File: config.mk
export PLATFORM = sky130hd
export DESIGN_NAME = gcd_lcm_unit
export DESIGN_NICKNAME = d
export VERILOG_FILES = /design/src/sv/gcdl_pkg.sv /design/src/sv/gcd_lcm_unit.sv /design/src/sv/gcdl_step.sv /design/src/sv/gcdl_ctrl.sv
export SDC_FILE = /design/constraint.sdc
export NUM_CORES = 1
export LEC_CHECK = 0
export ABC_AREA = 1
export BUFFER_PORTS_ARGS = -buffer_cell sky130_fd_sc_hd__buf_2
export CAP_MARGIN = 30
export CORE_MARGIN = 2
export CORE_UTILIZATION = 35
export CTS_CLUSTER_SIZE = 30
export DETAILED_ROUTE_END_ITERATION = 16
export HOLD_SLACK_MARGIN = 0.15
export PLACE_DENSITY_LB_ADDON = 0.05
export SYNTH_ARGS = -nofsm -noshare
export SYNTH_HDL_FRONTEND = slang
export SYNTH_SLANG_ARGS = --single-unit
File: constraint.sdc
create_clock -name clk -period 18.1 [get_ports clk]
set_clock_uncertainty 0.05 [all_clocks]
set_input_delay 0.905 -clock clk [delete_from_list [all_inputs] [get_ports clk]]
set_output_delay 0.905 -clock clk [all_outputs]
set_load 0.01 [all_outputs]
File: src/sv/gcdl_pkg.sv
// types and constants shared by the gcd / lcm unit
package gcdl_pkg;

  localparam int DATA_WIDTH = 32;
  localparam int CNT_W      = $clog2(DATA_WIDTH);

  typedef struct packed {
    logic                  func;
    logic [DATA_WIDTH-1:0] first_operand;
    logic [DATA_WIDTH-1:0] second_operand;
  } gcdl_req_t;

  typedef struct packed {
    logic [DATA_WIDTH-1:0] value;
    logic                  ok;
  } gcdl_rsp_t;

  typedef struct packed {
    logic                    mul;
    logic [2*DATA_WIDTH-1:0] acc;
    logic [DATA_WIDTH-1:0]   shreg;
    logic [DATA_WIDTH-1:0]   operand;
  } gcdl_step_in_t;

  typedef struct packed {
    logic [2*DATA_WIDTH-1:0] acc;
    logic [DATA_WIDTH-1:0]   shreg;
  } gcdl_step_out_t;

  localparam logic FUNC_GCD = 1'b0;
  localparam logic FUNC_LCM = 1'b1;

endpackage

File: src/sv/gcd_lcm_unit.sv
// top level of the gcd / lcm unit
//
// request channel: req_valid, req_stall, req (func, first_operand, second_operand).
// response channel: rsp_valid, rsp_stall, rsp (value, ok).
// a transaction happens on a rising edge with valid high and stall low.
// func 0 returns the gcd of the two operands, func 1 the lcm; an lcm that does
// not fit in 32 bits returns value 0 with ok low, a zero operand gives lcm 0.
// one request is worked at a time on a shared one-bit-per-cycle divide /
// multiply step, so req_stall stays high from acceptance until the result
// moves to the output register.
// gcd runs one euclid remainder step, a full divide, per loop pass, at most
// about 47 steps for 32-bit operands; lcm then adds a quotient divide and a
// shift-add multiply; a zero lcm operand goes straight to the result.
// the output register lets the next request be accepted while a result waits.
// a stalled response holds its payload; the unit then finishes its current
// request and waits until the output register frees.
// reset empties the output register and returns the sequencer to idle.
module gcd_lcm_unit (
  input  logic                clk,
  input  logic                rst,
  input  logic                req_valid,
  output logic                req_stall,
  input  gcdl_pkg::gcdl_req_t req,
  output logic                rsp_valid,
  input  logic                rsp_stall,
  output gcdl_pkg::gcdl_rsp_t rsp
);
  import gcdl_pkg::*;

  logic      busy;
  logic      res_valid;
  gcdl_rsp_t res;
  logic      res_take;

  gcdl_ctrl u_ctrl (
    .clk       (clk),
    .rst       (rst),
    .req_valid (req_valid),
    .req       (req),
    .busy      (busy),
    .res_valid (res_valid),
    .res       (res),
    .res_take  (res_take)
  );

  assign req_stall = busy;
  assign res_take  = res_valid && (!rsp_valid || !rsp_stall);

  always_ff @(posedge clk) begin
    if (rst) begin
      rsp_valid <= 1'b0;
    end else if (res_take) begin
      rsp_valid <= 1'b1;
    end else if (!rsp_stall) begin
      rsp_valid <= 1'b0;
    end
  end

  always_ff @(posedge clk) begin
    if (res_take) begin
      rsp <= res;
    end
  end

endmodule

File: src/sv/gcdl_step.sv
// shared one-bit divide / multiply step: restoring divide or shift-add multiply
module gcdl_step (
  input  gcdl_pkg::gcdl_step_in_t  step_in,
  output gcdl_pkg::gcdl_step_out_t step_out
);
  import gcdl_pkg::*;

  logic [DATA_WIDTH:0]     trial;
  logic [DATA_WIDTH:0]     diff;
  logic                    fits;
  logic [2*DATA_WIDTH-1:0] addend;

  always_comb begin
    trial  = {step_in.acc[DATA_WIDTH-1:0], step_in.shreg[DATA_WIDTH-1]};
    diff   = trial - {1'b0, step_in.operand};
    fits   = ~diff[DATA_WIDTH];
    addend = {{DATA_WIDTH{1'b0}},
              (step_in.shreg[DATA_WIDTH-1] ? step_in.operand : {DATA_WIDTH{1'b0}})};
    if (step_in.mul) begin
      step_out.acc   = {step_in.acc[2*DATA_WIDTH-2:0], 1'b0} + addend;
      step_out.shreg = {step_in.shreg[DATA_WIDTH-2:0], 1'b0};
    end else begin
      step_out.acc   = {{DATA_WIDTH{1'b0}},
                        (fits ? diff[DATA_WIDTH-1:0] : trial[DATA_WIDTH-1:0])};
      step_out.shreg = {step_in.shreg[DATA_WIDTH-2:0], fits};
    end
  end

endmodule

File: src/sv/gcdl_ctrl.sv
// sequencer: euclid remainder loop, quotient and product on the shared step unit
module gcdl_ctrl (
  input  logic                clk,
  input  logic                rst,
  input  logic                req_valid,
  input  gcdl_pkg::gcdl_req_t req,
  output logic                busy,
  output logic                res_valid,
  output gcdl_pkg::gcdl_rsp_t res,
  input  logic                res_take
);
  import gcdl_pkg::*;

  typedef enum logic [2:0] {
    ST_IDLE,
    ST_EUCLID,
    ST_DIV_R,
    ST_DIV_Q,
    ST_MUL,
    ST_DONE
  } state_t;

  localparam logic [CNT_W-1:0] CNT_LAST = CNT_W'(DATA_WIDTH - 1);

  state_t                  state;
  logic                    func;
  logic [DATA_WIDTH-1:0]   a_reg;
  logic [DATA_WIDTH-1:0]   b_reg;
  logic [DATA_WIDTH-1:0]   orig_a;
  logic [DATA_WIDTH-1:0]   orig_b;
  logic [2*DATA_WIDTH-1:0] acc;
  logic [DATA_WIDTH-1:0]   shreg;
  logic [CNT_W-1:0]        cnt;
  gcdl_step_in_t           step_in;
  gcdl_step_out_t          step_out;

  gcdl_step u_step (
    .step_in  (step_in),
    .step_out (step_out)
  );

  always_comb begin
    step_in.mul     = (state == ST_MUL);
    step_in.acc     = acc;
    step_in.shreg   = shreg;
    step_in.operand = (state == ST_MUL) ? orig_b : b_reg;
  end

  assign busy      = (state != ST_IDLE);
  assign res_valid = (state == ST_DONE);

  always_ff @(posedge clk) begin
    if (rst) begin
      state <= ST_IDLE;
    end else begin
      case (state)
        ST_IDLE: begin
          if (req_valid) begin
            func   <= req.func;
            a_reg  <= req.first_operand;
            b_reg  <= req.second_operand;
            orig_a <= req.first_operand;
            orig_b <= req.second_operand;
            if (req.func == FUNC_LCM &&
                (req.first_operand == '0 || req.second_operand == '0)) begin
              res.value <= '0;
              res.ok    <= 1'b1;
              state     <= ST_DONE;
            end else begin
              state <= ST_EUCLID;
            end
          end
        end
        ST_EUCLID: begin
          cnt <= '0;
          acc <= '0;
          if (b_reg == '0) begin
            if (func == FUNC_GCD) begin
              res.value <= a_reg;
              res.ok    <= 1'b1;
              state     <= ST_DONE;
            end else begin
              // divide the first operand by the gcd
              shreg <= orig_a;
              b_reg <= a_reg;
              state <= ST_DIV_Q;
            end
          end else begin
            shreg <= a_reg;
            state <= ST_DIV_R;
          end
        end
        ST_DIV_R: begin
          acc   <= step_out.acc;
          shreg <= step_out.shreg;
          cnt   <= cnt + 1'b1;
          if (cnt == CNT_LAST) begin
            a_reg <= b_reg;
            b_reg <= step_out.acc[DATA_WIDTH-1:0];
            state <= ST_EUCLID;
          end
        end
        ST_DIV_Q: begin
          acc   <= step_out.acc;
          shreg <= step_out.shreg;
          cnt   <= cnt + 1'b1;
          if (cnt == CNT_LAST) begin
            acc   <= '0;
            cnt   <= '0;
            state <= ST_MUL;
          end
        end
        ST_MUL: begin
          acc   <= step_out.acc;
          shreg <= step_out.shreg;
          cnt   <= cnt + 1'b1;
          if (cnt == CNT_LAST) begin
            if (step_out.acc[2*DATA_WIDTH-1:DATA_WIDTH] == '0) begin
              res.value <= step_out.acc[DATA_WIDTH-1:0];
              res.ok    <= 1'b1;
            end else begin
              res.value <= '0;
              res.ok    <= 1'b0;
            end
            state <= ST_DONE;
          end
        end
        ST_DONE: begin
          if (res_take) begin
            state <= ST_IDLE;
          end
        end
        default: begin
          state <= ST_IDLE;
        end
      endcase
    end
  end

endmodule

==> flow_metrics.py, run 1 <==
metrics = {
    "synth": {
        "ys.warnings.count": 0,
        "yosysTopAreaCellShare_pct": 46.3,
        "syn_avg_cell_area_sq_um": 7.61,
        "ys_seq_area_share_pct": 46.7,
        "muxShareOfSynthArea_pct": 0,
        "synth_cells": 2517,
        "synth_ff_type": "edfxtp_1",
        "synth_top_family_by_area": "simple AND/OR/NAND/NOR gates",
        "post_synth_num_cell_types": 47,
        "synth-edff-count": 295,
        "synth_nets": 2654,
        "synth_xor_area_share_pct": 1.42,
        "synth_area_leaders": "edfxtp_1, nand2_1, inv_1",
        "ys_ff_latch": 299,
        "synth_compound_area_share_pct": 8.75,
        "synth-adder-area-share_pct": 4.52,
        "synth_simple_gate_area_share_pct": 30.3,
        "async_flop_share_pct": 0,
        "syn_area_sq_um": 19100,
        "synth.largest_area_cell": "edfxtp_1",
    },
    "final_layout": {
        "regMostFlops": "u_ctrl.acc",
        "area_growth_pct": 12.9,
        "fillers": 5736,
        "final_cells": 3338,
        "fin_nets": 2755,
        "reg_top3": "u_ctrl.acc x63, rsp x33, u_ctrl.res x33",
        "final_common_cell": "nand2_1",
        "largest_reg_flops": 63,
        "antenna_cells": 0,
        "final_cell_mix": "nand2_1, inv_1, edfxtp_1",
        "drive_above_1_share_pct": 8.29,
    },
    "grt": {
        "grt_max_degree": 60,
        "antenna_found_initial": 0,
        "groute.usage.overall_pct": 25.1,
        "grt_pass1_wl_um": 106000,
        "grt_pass1_vias": 16783,
        "overflow": 0,
    },
    "critical_path": {
        "critPathRequiredTime_ns": 18.46,
        "endpoint_kind": "flip-flop",
        "worst_ep_arrival_time_ns": 6.52,
        "r2r-start": "u_ctrl.state[0]",
        "cp-start-kind": "flip-flop",
        "cp_max_fo": 59,
        "critPathLaunch": "u_ctrl.state[0]",
        "crit_type": "reg -> reg",
        "reg2regPathDepth": 25,
    },
    "placed_design": {
        "place_inst": 3276,
        "numPortBuffers": 103,
        "gp_congestion": 0.960,
        "place_hpwl_um": 55700,
    },
    "timing": {
        "worst_pin_slew_ns": 1.01,
        "finalHoldViolations": 0,
        "slew-limit-headroom_pct": 32.3,
        "hold_slack_ns": 0.367,
        "finalCritPeriodShare_pct": 34.1,
        "setup_viol": 0,
        "finalSetupTns_ns": 0,
        "fmax_mhz": 162,
        "period_needed_ns": 6.17,
        "finalMaxSlewViolations": 0,
        "rsz0062_at_grt": "no",
    },
    "clocking": {
        "clock_latency_ns": 0.58,
        "clkTransAtPathRegs_ns": 0.06,
        "cts_tree": "built",
        "cts.repair.resized": 0,
        "ctsHoldBuffers": 0,
        "clockRootBuffer": "clkbuf_16",
        "cts.sinks": 299,
        "postCtsSetupBuffers": 0,
        "numCtsBuffers": 36,
        "cts_buffer_depth": 3,
        "htree_levels": 2,
    },
    "floorplan": {
        "die_w_um": 238,
        "row_count": 85,
        "die_area_sq_um": 56600,
        "coreArea_sq_um": 53900,
        "die_y_um": 238,
        "num_io_pins": 104,
        "start_util_pct": 35.5,
    },
    "route": {
        "drcViolationCount": 0,
        "drt-initial-drc-count": 1396,
        "wl_um": 71000,
        "wl_per_cell_um": 21.3,
        "num_vias": 17125,
        "vias_per_cell": 5.13,
        "drt-pass1-iter-count": 5,
        "antenna_left": 0,
    },
    "power": {
        "powerDensity_nw_per_um2": 177,
        "p_leak_nw": 9.94,
        "ir_worst_vdd_mv": 0.0723,
    },
    "worst_hold_path": {
        "holdCritStartpoint": "u_ctrl.res[9]",
        "holdCritPathClass": "reg -> reg",
        "holdPathStages": 0,
    },
    "run": {
        "cap_violations": 0,
    },
    "status": {
        "status": "finished, final reports clean",
    },
}
-- final timing paths --
kind	slack (ns)	endpoint
worst min register to register	0.37	rsp[9]
worst max-delay path	11.93	u_ctrl.res[15]
worst min-delay path	0.37	rsp[9]
worst max register to register	11.93	u_ctrl.res[15]
-- power by group --
group | switching (W) | total [W] | leakage [nW] | internal (W)
logic | 0.00144 | 0.00201 | 6.63 | 0.000575
registers | 0.000111 | 0.00112 | 2.78 | 0.00101
clock network | 0.000303 | 0.000685 | 0.527 | 0.000382
-- logic make-up (layout without fill, tap and decap cells) --
kind of cell	after synthesis	after routing
XOR/XNOR	31	31
AND/OR/NAND/NOR	1388	1388
flip-flops	299	299
AO/OA/AOI/OAI	316	316
adder cells (fa/ha/maj)	68	68
buffers and inverters	415	540
-- per-stage QoR --
step	area, sq um	worst slack [ns]	total power [W]	util [%]
finish	21600	11.93	0.00382	40.1
global route	21600	11.35	0.00413	40.1
CTS	21600	11.94	0.00385	40.1
detailed placement	20500	12.00	0.00315	38.1
global placement	20500	12.05	0.00313	38.0
floorplan	19100	11.27	0.00245	-
-- cell type report --
| type | count | area [sq um] | area share [%] |
|---|---|---|---|
| clock buffers | 44 | 931 | 4.31 |
| inverters | 351 | 1320 | 6.10 |
| clock inverters | 18 | 136 | 0.631 |
| multi-input cells | 1803 | 8690 | 40.2 |
| flip-flops and latches | 299 | 8940 | 41.4 |
| well taps | 696 | 871 | 4.03 |
| repair buffers | 127 | 728 | 3.37 |
-- per-layer routing --
metal | up-vias | global-route usage, % | wire length, um
met1 | 8108 | 33.9 | 32000
li1 | 8470 | - | -
met4 | 0 | 7.24 | 2020
met5 | - | 0 | 0
met2 | 441 | 41.3 | 33100
met3 | 106 | 4.20 | 3860
-- synth_stat cells, types with 4 or more instances --
cell type / count
o21ai_1: 4
o21ai_0: 174
edfxtp_1: 295
xor2_1: 10
inv_1: 343
or2_2: 5
nor2_1: 246
nor4_1: 27
nand3b_1: 10
o21a_1: 4
xnor2_1: 21
nor2_2: 6
a211oi_1: 9
buf_2: 9
dfxtp_1: 4
a21oi_1: 101
nor3_1: 26
nand4_1: 29
clkbuf_1: 48
nand2_1: 819
nand3_1: 201
inv_2: 7
o21bai_1: 5
a21o_1: 10
ha_1: 66
-- worst max-delay path: stages, from the launching register on --
cell	delay [ns]
dfxtp_1	0.34
nor2_1	0.16
inv_1	0.12
nor2_4	0.12
clkinv_2	0.62
buf_4	0.60
o21ai_0	0.53
nor2_1	0.08
ha_1	0.35
nand2_1	0.13
nor2_1	0.22
nand3_1	0.11
nand3b_1	0.22
nand2_1	0.08
nand2_1	0.20
nand2_1	0.10
nand2_1	0.07
nand2_1	0.05
nand3_1	0.12
nand2_1	0.10
nor2_1	0.20
nand2_1	0.10
nor2_2	0.63
buf_4	0.44
nand3_1	0.12
nand2_1	0.11
(Power assumes the default switching activity.)
==> inputs of run 2 (changes only) <==
--- a/config.mk
+++ b/config.mk
@@ -5,7 +5,7 @@
 export SDC_FILE = /design/constraint.sdc
 export NUM_CORES = 1
 export LEC_CHECK = 0
-export ABC_AREA = 1
+export ABC_AREA = 0
 export BUFFER_PORTS_ARGS = -buffer_cell sky130_fd_sc_hd__buf_2
 export CAP_MARGIN = 30
 export CORE_MARGIN = 2
==> constraint.sdc (replaced) <==
create_clock -name clk -period 5.3 [get_ports clk]
set_clock_uncertainty 0.05 [all_clocks]
set_input_delay 0.265 -clock clk [delete_from_list [all_inputs] [get_ports clk]]
set_output_delay 0.265 -clock clk [all_outputs]
set_load 0.01 [all_outputs]
==> run 2 against run 1 <==
Clock power rose to 3.8 times the previous value. Largest power group unchanged. Global-route usage fell by 1.3 points. Critical endpoint is now u_ctrl.res[5]. Sequential power grew to 3.5 times the previous value. Via count down 14%. Core utilization increased by 3.1 points. Synthesized cell count decreased by 30%.
==> flow_metrics.py, run 2 <==
metrics = {
    "grt": {
        "antenna_found_initial": 4,
        "grt.met2_usage_pct": 40.7,
        "overflow": 0,
        "grt_max_degree": 61,
        "use_met1_pct": 30.8,
        "busiest_layer": "met2",
        "met3_usage_pct": 3.11,
        "groute.usage.overall_pct": 23.7,
        "grt_pass1_wl_um": 93700,
        "grt_pass1_vias": 14645,
    },
    "timing": {
        "period_needed_ns": 5.00,
        "rsz0062_at_grt": "yes",
        "worst_pin_slew_ns": 0.911,
        "setup_viol": 0,
        "finalCritPeriodShare_pct": 94.4,
        "finalMaxSlewViolations": 0,
        "fmax_mhz": 200,
        "slew-limit-headroom_pct": 38.7,
        "finalSetupTns_ns": 0,
        "finalHoldViolations": 0,
    },
    "clocking": {
        "numCtsBuffers": 37,
        "clockRootBuffer": "clkbuf_16",
        "htree_levels": 2,
        "clock_latency_ns": 0.57,
        "cts_tree": "built",
        "cts_buffer_depth": 3,
        "clkTransAtPathRegs_ns": 0.06,
        "cts.sinks": 299,
    },
    "synth": {
        "synth_common_cells": "nand2_1, edfxtp_1, nor2_1, o21ai_0, a21oi_1",
        "syn_avg_cell_area_sq_um": 10.1,
        "synth_area_leaders": "edfxtp_1, nand2_1, ha_1",
        "synth_ff_type": "edfxtp_1",
        "syn_area_sq_um": 17700,
        "synth_nets": 1888,
        "ys_seq_area_share_pct": 50.6,
        "ys.warnings.count": 0,
        "yosysTopAreaCellShare_pct": 50.2,
        "synth_cells": 1751,
        "async_flop_share_pct": 0,
        "ys_ff_latch": 299,
        "post_synth_num_cell_types": 78,
        "synth.most_common_cell": "nand2_1",
        "synth.largest_area_cell": "edfxtp_1",
        "synth-edff-count": 295,
    },
    "final_layout": {
        "design_area_sq_um": 21600,
        "fillers": 4885,
        "area_growth_pct": 22.2,
        "antenna_cells": 0,
        "fin_nets": 2092,
        "largest_reg_flops": 63,
        "final_cell_mix": "nand2_1, edfxtp_1, nor2_1",
        "reg_top3": "u_ctrl.acc x63, rsp x33, u_ctrl.res x33",
        "final_cells": 2654,
        "drive_above_1_share_pct": 15.3,
        "post-route-util_pct": 43.2,
        "final_common_cell": "nand2_1",
        "regMostFlops": "u_ctrl.acc",
    },
    "placed_design": {
        "gp_congestion": 0.866,
        "place_hpwl_um": 45700,
        "numPortBuffers": 103,
        "place_area_sq_um": 19400,
        "place_inst": 2509,
    },
    "critical_path": {
        "crit_type": "reg -> reg",
        "endpoint_kind": "flip-flop",
        "worst_ep_arrival_time_ns": 5.37,
        "cp_max_fo": 33,
        "cp-start-kind": "flip-flop",
        "critPathRequiredTime_ns": 5.66,
    },
    "floorplan": {
        "num_io_pins": 104,
        "die_w_um": 229,
        "die_y_um": 229,
        "row_count": 82,
        "die_area_sq_um": 52200,
        "start_util_pct": 35.3,
        "coreArea_sq_um": 50000,
    },
    "status": {
        "status": "finished, final reports clean",
    },
    "power": {
        "powerDensity_nw_per_um2": 609,
        "power_w": 0.0131,
        "ir_worst_vdd_mv": 0.364,
        "p_leak_nw": 7.75,
    },
    "route": {
        "wl_per_cell_um": 23.8,
        "drt-initial-drc-count": 978,
        "num_vias": 14732,
        "drcViolationCount": 0,
        "vias_per_cell": 5.55,
        "drt-pass1-iter-count": 7,
        "antenna_left": 0,
        "wl_um": 63000,
    },
    "run": {
        "cap_violations": 0,
    },
    "worst_hold_path": {
        "holdCritPathClass": "in -> reg",
    },
}
run 2: changes by cell type after synthesis, sizes merged, moves of 20 or more:
cell    change
clkbuf     +32
o21ai      -25
xor2       +20
inv       -331
mux2i      +72
nor3       +29
nand3     -170
nand2     -523
a22o       +33
nor2      -120
a22oi      +34
xnor2      +31
run 2: through the flow:
step	hold slack, ns	setup WS (ns)
floorplan	0.314	0.0323
global placement	0.359	0.0433
detailed placement	0.357	0.0735
CTS	0.183	0.0386
global route	0.218	-0.0198
finish	0.200	0.298
run 2: power breakdown:
| part | switching (W) | internal, W |
|---|---|---|
| clock | 0.00109 | 0.00155 |
| sequential | 0.000483 | 0.00343 |
| combinational | 0.00402 | 0.00258 |
run 2: path summary, 6_finish.rpt:
path | start | endpoint | slack, ns | depth (start not counted)
max | u_ctrl.state[0] | u_ctrl.res[5] | 0.30 | 17
min | req_valid | u_ctrl.orig_b[27] | 0.20 | 3
max reg2reg | u_ctrl.state[0] | u_ctrl.res[5] | 0.30 | 17
min reg2reg | u_ctrl.res[28] | rsp[28] | 0.37 | 0
run 2: timing repair:
item	in CTS	in global routing
hold buffers	68	0
setup buffers	0	9
endpoints found under the setup margin	0	34
gates resized for setup	0	22
endpoints found under the hold margin	132	0
run 2: cell families (layout without fill, tap and decap cells):
logic type	after synthesis	count (layout)	share of synthesized area, %
fa+ha+maj	68	68	4.91
simple gates	657	657	16.9
mux	75	75	4.27
flops	299	299	50.6
compound gates	453	453	16.5
xor+xnor	82	82	4.07
buf+inv	117	348	2.65
run 2: per-layer routing:
layer / wire length, um / vias up
li1: - / 6954
met1: 27400 / 7278
met2: 30800 / 390
met3: 2860 / 102
met4: 2000 / 8
met5: 47 / -
run 2: cell type report:
type	instances	area (sq um)	share of cell area (%)
Clock inverter	22	251	1.17
Tap cell	672	841	3.90
Sequential cell	299	8940	41.5
Inverter	19	71.3	0.331
Multi-Input combinational cell	1335	8460	39.2
Timing Repair Buffer	263	2040	9.45
Clock buffer	44	962	4.46
run 2: worst max-delay path, cell delays in order, from the launching register on:
cell and delay (ns):
dfxtp_2 0.32, nor2_1 0.13, and2_4 0.29, buf_16 0.25
mux2i_1 0.32, nor2_1 0.08, ha_2 0.41, nand2_1 0.08
o21ai_0 0.24, a311oi_1 0.16, nor3_1 0.44, o21bai_4 0.22
a211oi_1 0.48, o31a_1 0.18, or4b_1 0.53, nand4b_4 0.23
buf_12 0.19, o21ai_1 0.17
==> inputs of run 3 (changes only) <==
--- a/config.mk
+++ b/config.mk
@@ -7,13 +7,15 @@
 export LEC_CHECK = 0
 export ABC_AREA = 0
 export BUFFER_PORTS_ARGS = -buffer_cell sky130_fd_sc_hd__buf_2
-export CAP_MARGIN = 30
+export CAP_MARGIN = 20
 export CORE_MARGIN = 2
 export CORE_UTILIZATION = 35
+export CTS_CLUSTER_DIAMETER = 50
 export CTS_CLUSTER_SIZE = 30
 export DETAILED_ROUTE_END_ITERATION = 16
 export HOLD_SLACK_MARGIN = 0.15
 export PLACE_DENSITY_LB_ADDON = 0.05
+export RECOVER_POWER = 25
 export SYNTH_ARGS = -nofsm -noshare
 export SYNTH_HDL_FRONTEND = slang
 export SYNTH_SLANG_ARGS = --single-unit
==> run 3 against run 2 <==
The run now ends with max-capacitance violations, max-slew violations left. Sequential share of layout area shrank 0.19 points. Global-route usage up 0.16 points. Register-to-register slack better by 0.02 ns. Sequential power about the same. Via count up 1.3%. Clock power increased by 17%. Maximum frequency grew 0.31%. Critical path depth is 3 higher. Die area stayed put. Wire length grew 0.28%. First-iteration DRC count grew 9.9%. Largest cell class unchanged. Largest power group unchanged.
==> flow_metrics.py, run 3 (synthesis gave the netlist of run 2 again) <==
metrics = {
    "critical_path": {
        "crit_slowest_cell": "a2111oi_4",
        "path_common_cell": "nor2_1",
        "endpoint_kind": "flip-flop",
        "path_cells": "nor2_1, and2_4, buf_12, mux2i_4, nor2_1, ha_1, fa_1, a211oi_2, o211ai_2, a2111oi_4, nor3_4, o41ai_4, buf_4, nor2_1, xnor2_1, o211ai_1, o31ai_4, buf_12, nand4b_1, o21ai_1",
        "critical-path-top-delay-family": "compound AO/OA/AOI/OAI gates",
        "slowest_delay_ns": 0.52,
        "critPathRequiredTime_ns": 5.66,
        "crit_type": "reg -> reg",
        "cp_max_fo": 32,
        "cp-start-kind": "flip-flop",
        "worst_ep_arrival_time_ns": 5.34,
        "crit_buf_inv": 3,
    },
    "route": {
        "wl_um": 63200,
        "wl_per_cell_um": 23.7,
        "drt-initial-drc-count": 1075,
        "vias_per_cell": 5.59,
        "num_vias": 14928,
        "drcViolationCount": 0,
        "drt-pass1-iter-count": 5,
        "antenna_left": 0,
    },
    "final_layout": {
        "final_cells": 2671,
        "reg_top3": "u_ctrl.acc x63, rsp x33, u_ctrl.res x33",
        "final_cell_mix": "nand2_1, edfxtp_1, nor2_1",
        "drive_above_1_share_pct": 10.6,
        "largest_reg_flops": 63,
        "fin_nets": 2099,
        "area_growth_pct": 22.7,
        "regMostFlops": "u_ctrl.acc",
        "final_common_cell": "nand2_1",
    },
    "floorplan": {
        "die_area_sq_um": 52200,
        "row_count": 82,
        "coreArea_sq_um": 50000,
        "start_util_pct": 35.3,
        "die_w_um": 229,
        "die_y_um": 229,
        "num_io_pins": 104,
    },
    "timing": {
        "fmax_mhz": 201,
        "finalMaxSlewViolations": 50,
        "slew-limit-headroom_pct": -76.0,
        "rsz0062_at_grt": "no",
        "worst_pin_slew_ns": 2.64,
        "finalCritPeriodShare_pct": 94.1,
        "finalHoldViolations": 0,
        "finalSetupTns_ns": 0,
        "setup_viol": 0,
        "period_needed_ns": 4.99,
    },
    "placed_design": {
        "numPortBuffers": 103,
        "place_hpwl_um": 45300,
        "gp_congestion": 0.866,
        "place_inst": 2506,
    },
    "clocking": {
        "clock_latency_ns": 0.60,
        "cts_buffer_depth": 3,
        "numCtsBuffers": 45,
        "cts.sinks": 299,
        "clockRootBuffer": "clkbuf_16",
        "cts_tree": "built",
        "htree_levels": 2,
        "clkTransAtPathRegs_ns": 0.06,
    },
    "grt": {
        "grt_max_degree": 69,
        "grt_pass1_vias": 14694,
        "overflow": 0,
        "antenna_found_initial": 5,
        "grt_pass1_wl_um": 94600,
        "groute.usage.overall_pct": 23.9,
    },
    "power": {
        "powerDensity_nw_per_um2": 624,
        "ir_worst_vdd_mv": 0.330,
        "p_leak_nw": 7.59,
    },
    "run": {
        "cap_violations": 1,
    },
    "status": {
        "violations": "max-capacitance violations, max-slew violations",
        "status": "finished with violations",
    },
    "worst_hold_path": {
        "holdCritPathClass": "reg -> reg",
    },
}
==> run 3: cell count changes in the layout (fill, tap and decap cells not counted), moves of 3 or more <==
cell,previous run,this run
clkinv_1,7,4
buf_2,104,4
mux2i_1,64,67
clkbuf_1,6,106
clkbuf_16,38,46
clkinv_4,0,4
==> run 3: what timing repair did <==
item | 4_1_cts | 5_1_grt
hold buffers | 69 | 0
setup buffers | 0 | 11
resized for setup | 0 | 16
endpoints found under the setup margin | 0 | 34
endpoints found under the hold margin | 137 | 0
==> run 3: final timing paths <==
| check | slack [ns] | depth (start not counted) | from | end |
|---|---|---|---|---|
| setup / recovery | 0.31 | 20 | u_ctrl.state[0] | u_ctrl.res[15] |
| hold / removal | 0.34 | 0 | u_ctrl.res[30] | rsp[30] |
| setup reg to reg | 0.31 | 20 | u_ctrl.state[0] | u_ctrl.res[15] |
| hold reg to reg | 0.34 | 0 | u_ctrl.res[30] | rsp[30] |
==> run 3: through the flow <==
stage | area, sq um | worst slack [ns] | total power (W) | hold slack, ns | utilization (%)
3_3_place_gp | 19400 | 0.0433 | 0.0104 | 0.359 | 38.8
2_1_floorplan | 17700 | 0.0323 | 0.00793 | 0.314 | -
6_report | 21700 | 0.313 | 0.0135 | 0.344 | 43.4
5_1_grt | 21700 | 0.0181 | 0.0144 | 0.363 | 43.3
4_1_cts | 21600 | 0.00923 | 0.0136 | 0.337 | 43.2
3_5_place_dp | 19400 | 0.0455 | 0.0104 | 0.357 | 38.8
==> run 3: final cells by class <==
type / instances / area (sq um)
Clock buffer: 52 / 1170
Fill cell: 4888 / 28300
Multi-Input combinational cell: 1335 / 8420
Inverter: 19 / 71.3
Sequential cell: 299 / 8940
Timing Repair Buffer: 262 / 1860
Clock inverter: 30 / 348
Tap cell: 672 / 841
Antenna cell: 2 / 5.00
==> run 3: layer usage <==
layer | routed length, um | GRT usage [%] | share of wire [%]
met5 | 55 | 0 | 0.087
met2 | 30600 | 40.8 | 48
met1 | 27000 | 30.6 | 43
met3 | 3330 | 3.72 | 5.3
met4 | 2260 | 8.78 | 3.6
==> run 3: where the power goes <==
| part | leakage [nW] | internal, W | switching (W) | total [W] |
|---|---|---|---|---|
| combinational | 4.07 | 0.00254 | 0.00400 | 0.00654 |
| clock | 0.738 | 0.00186 | 0.00121 | 0.00307 |
| sequential | 2.79 | 0.00344 | 0.000474 | 0.00391 |
| total | 7.59 | 0.00783 | 0.00569 | 0.0135 |
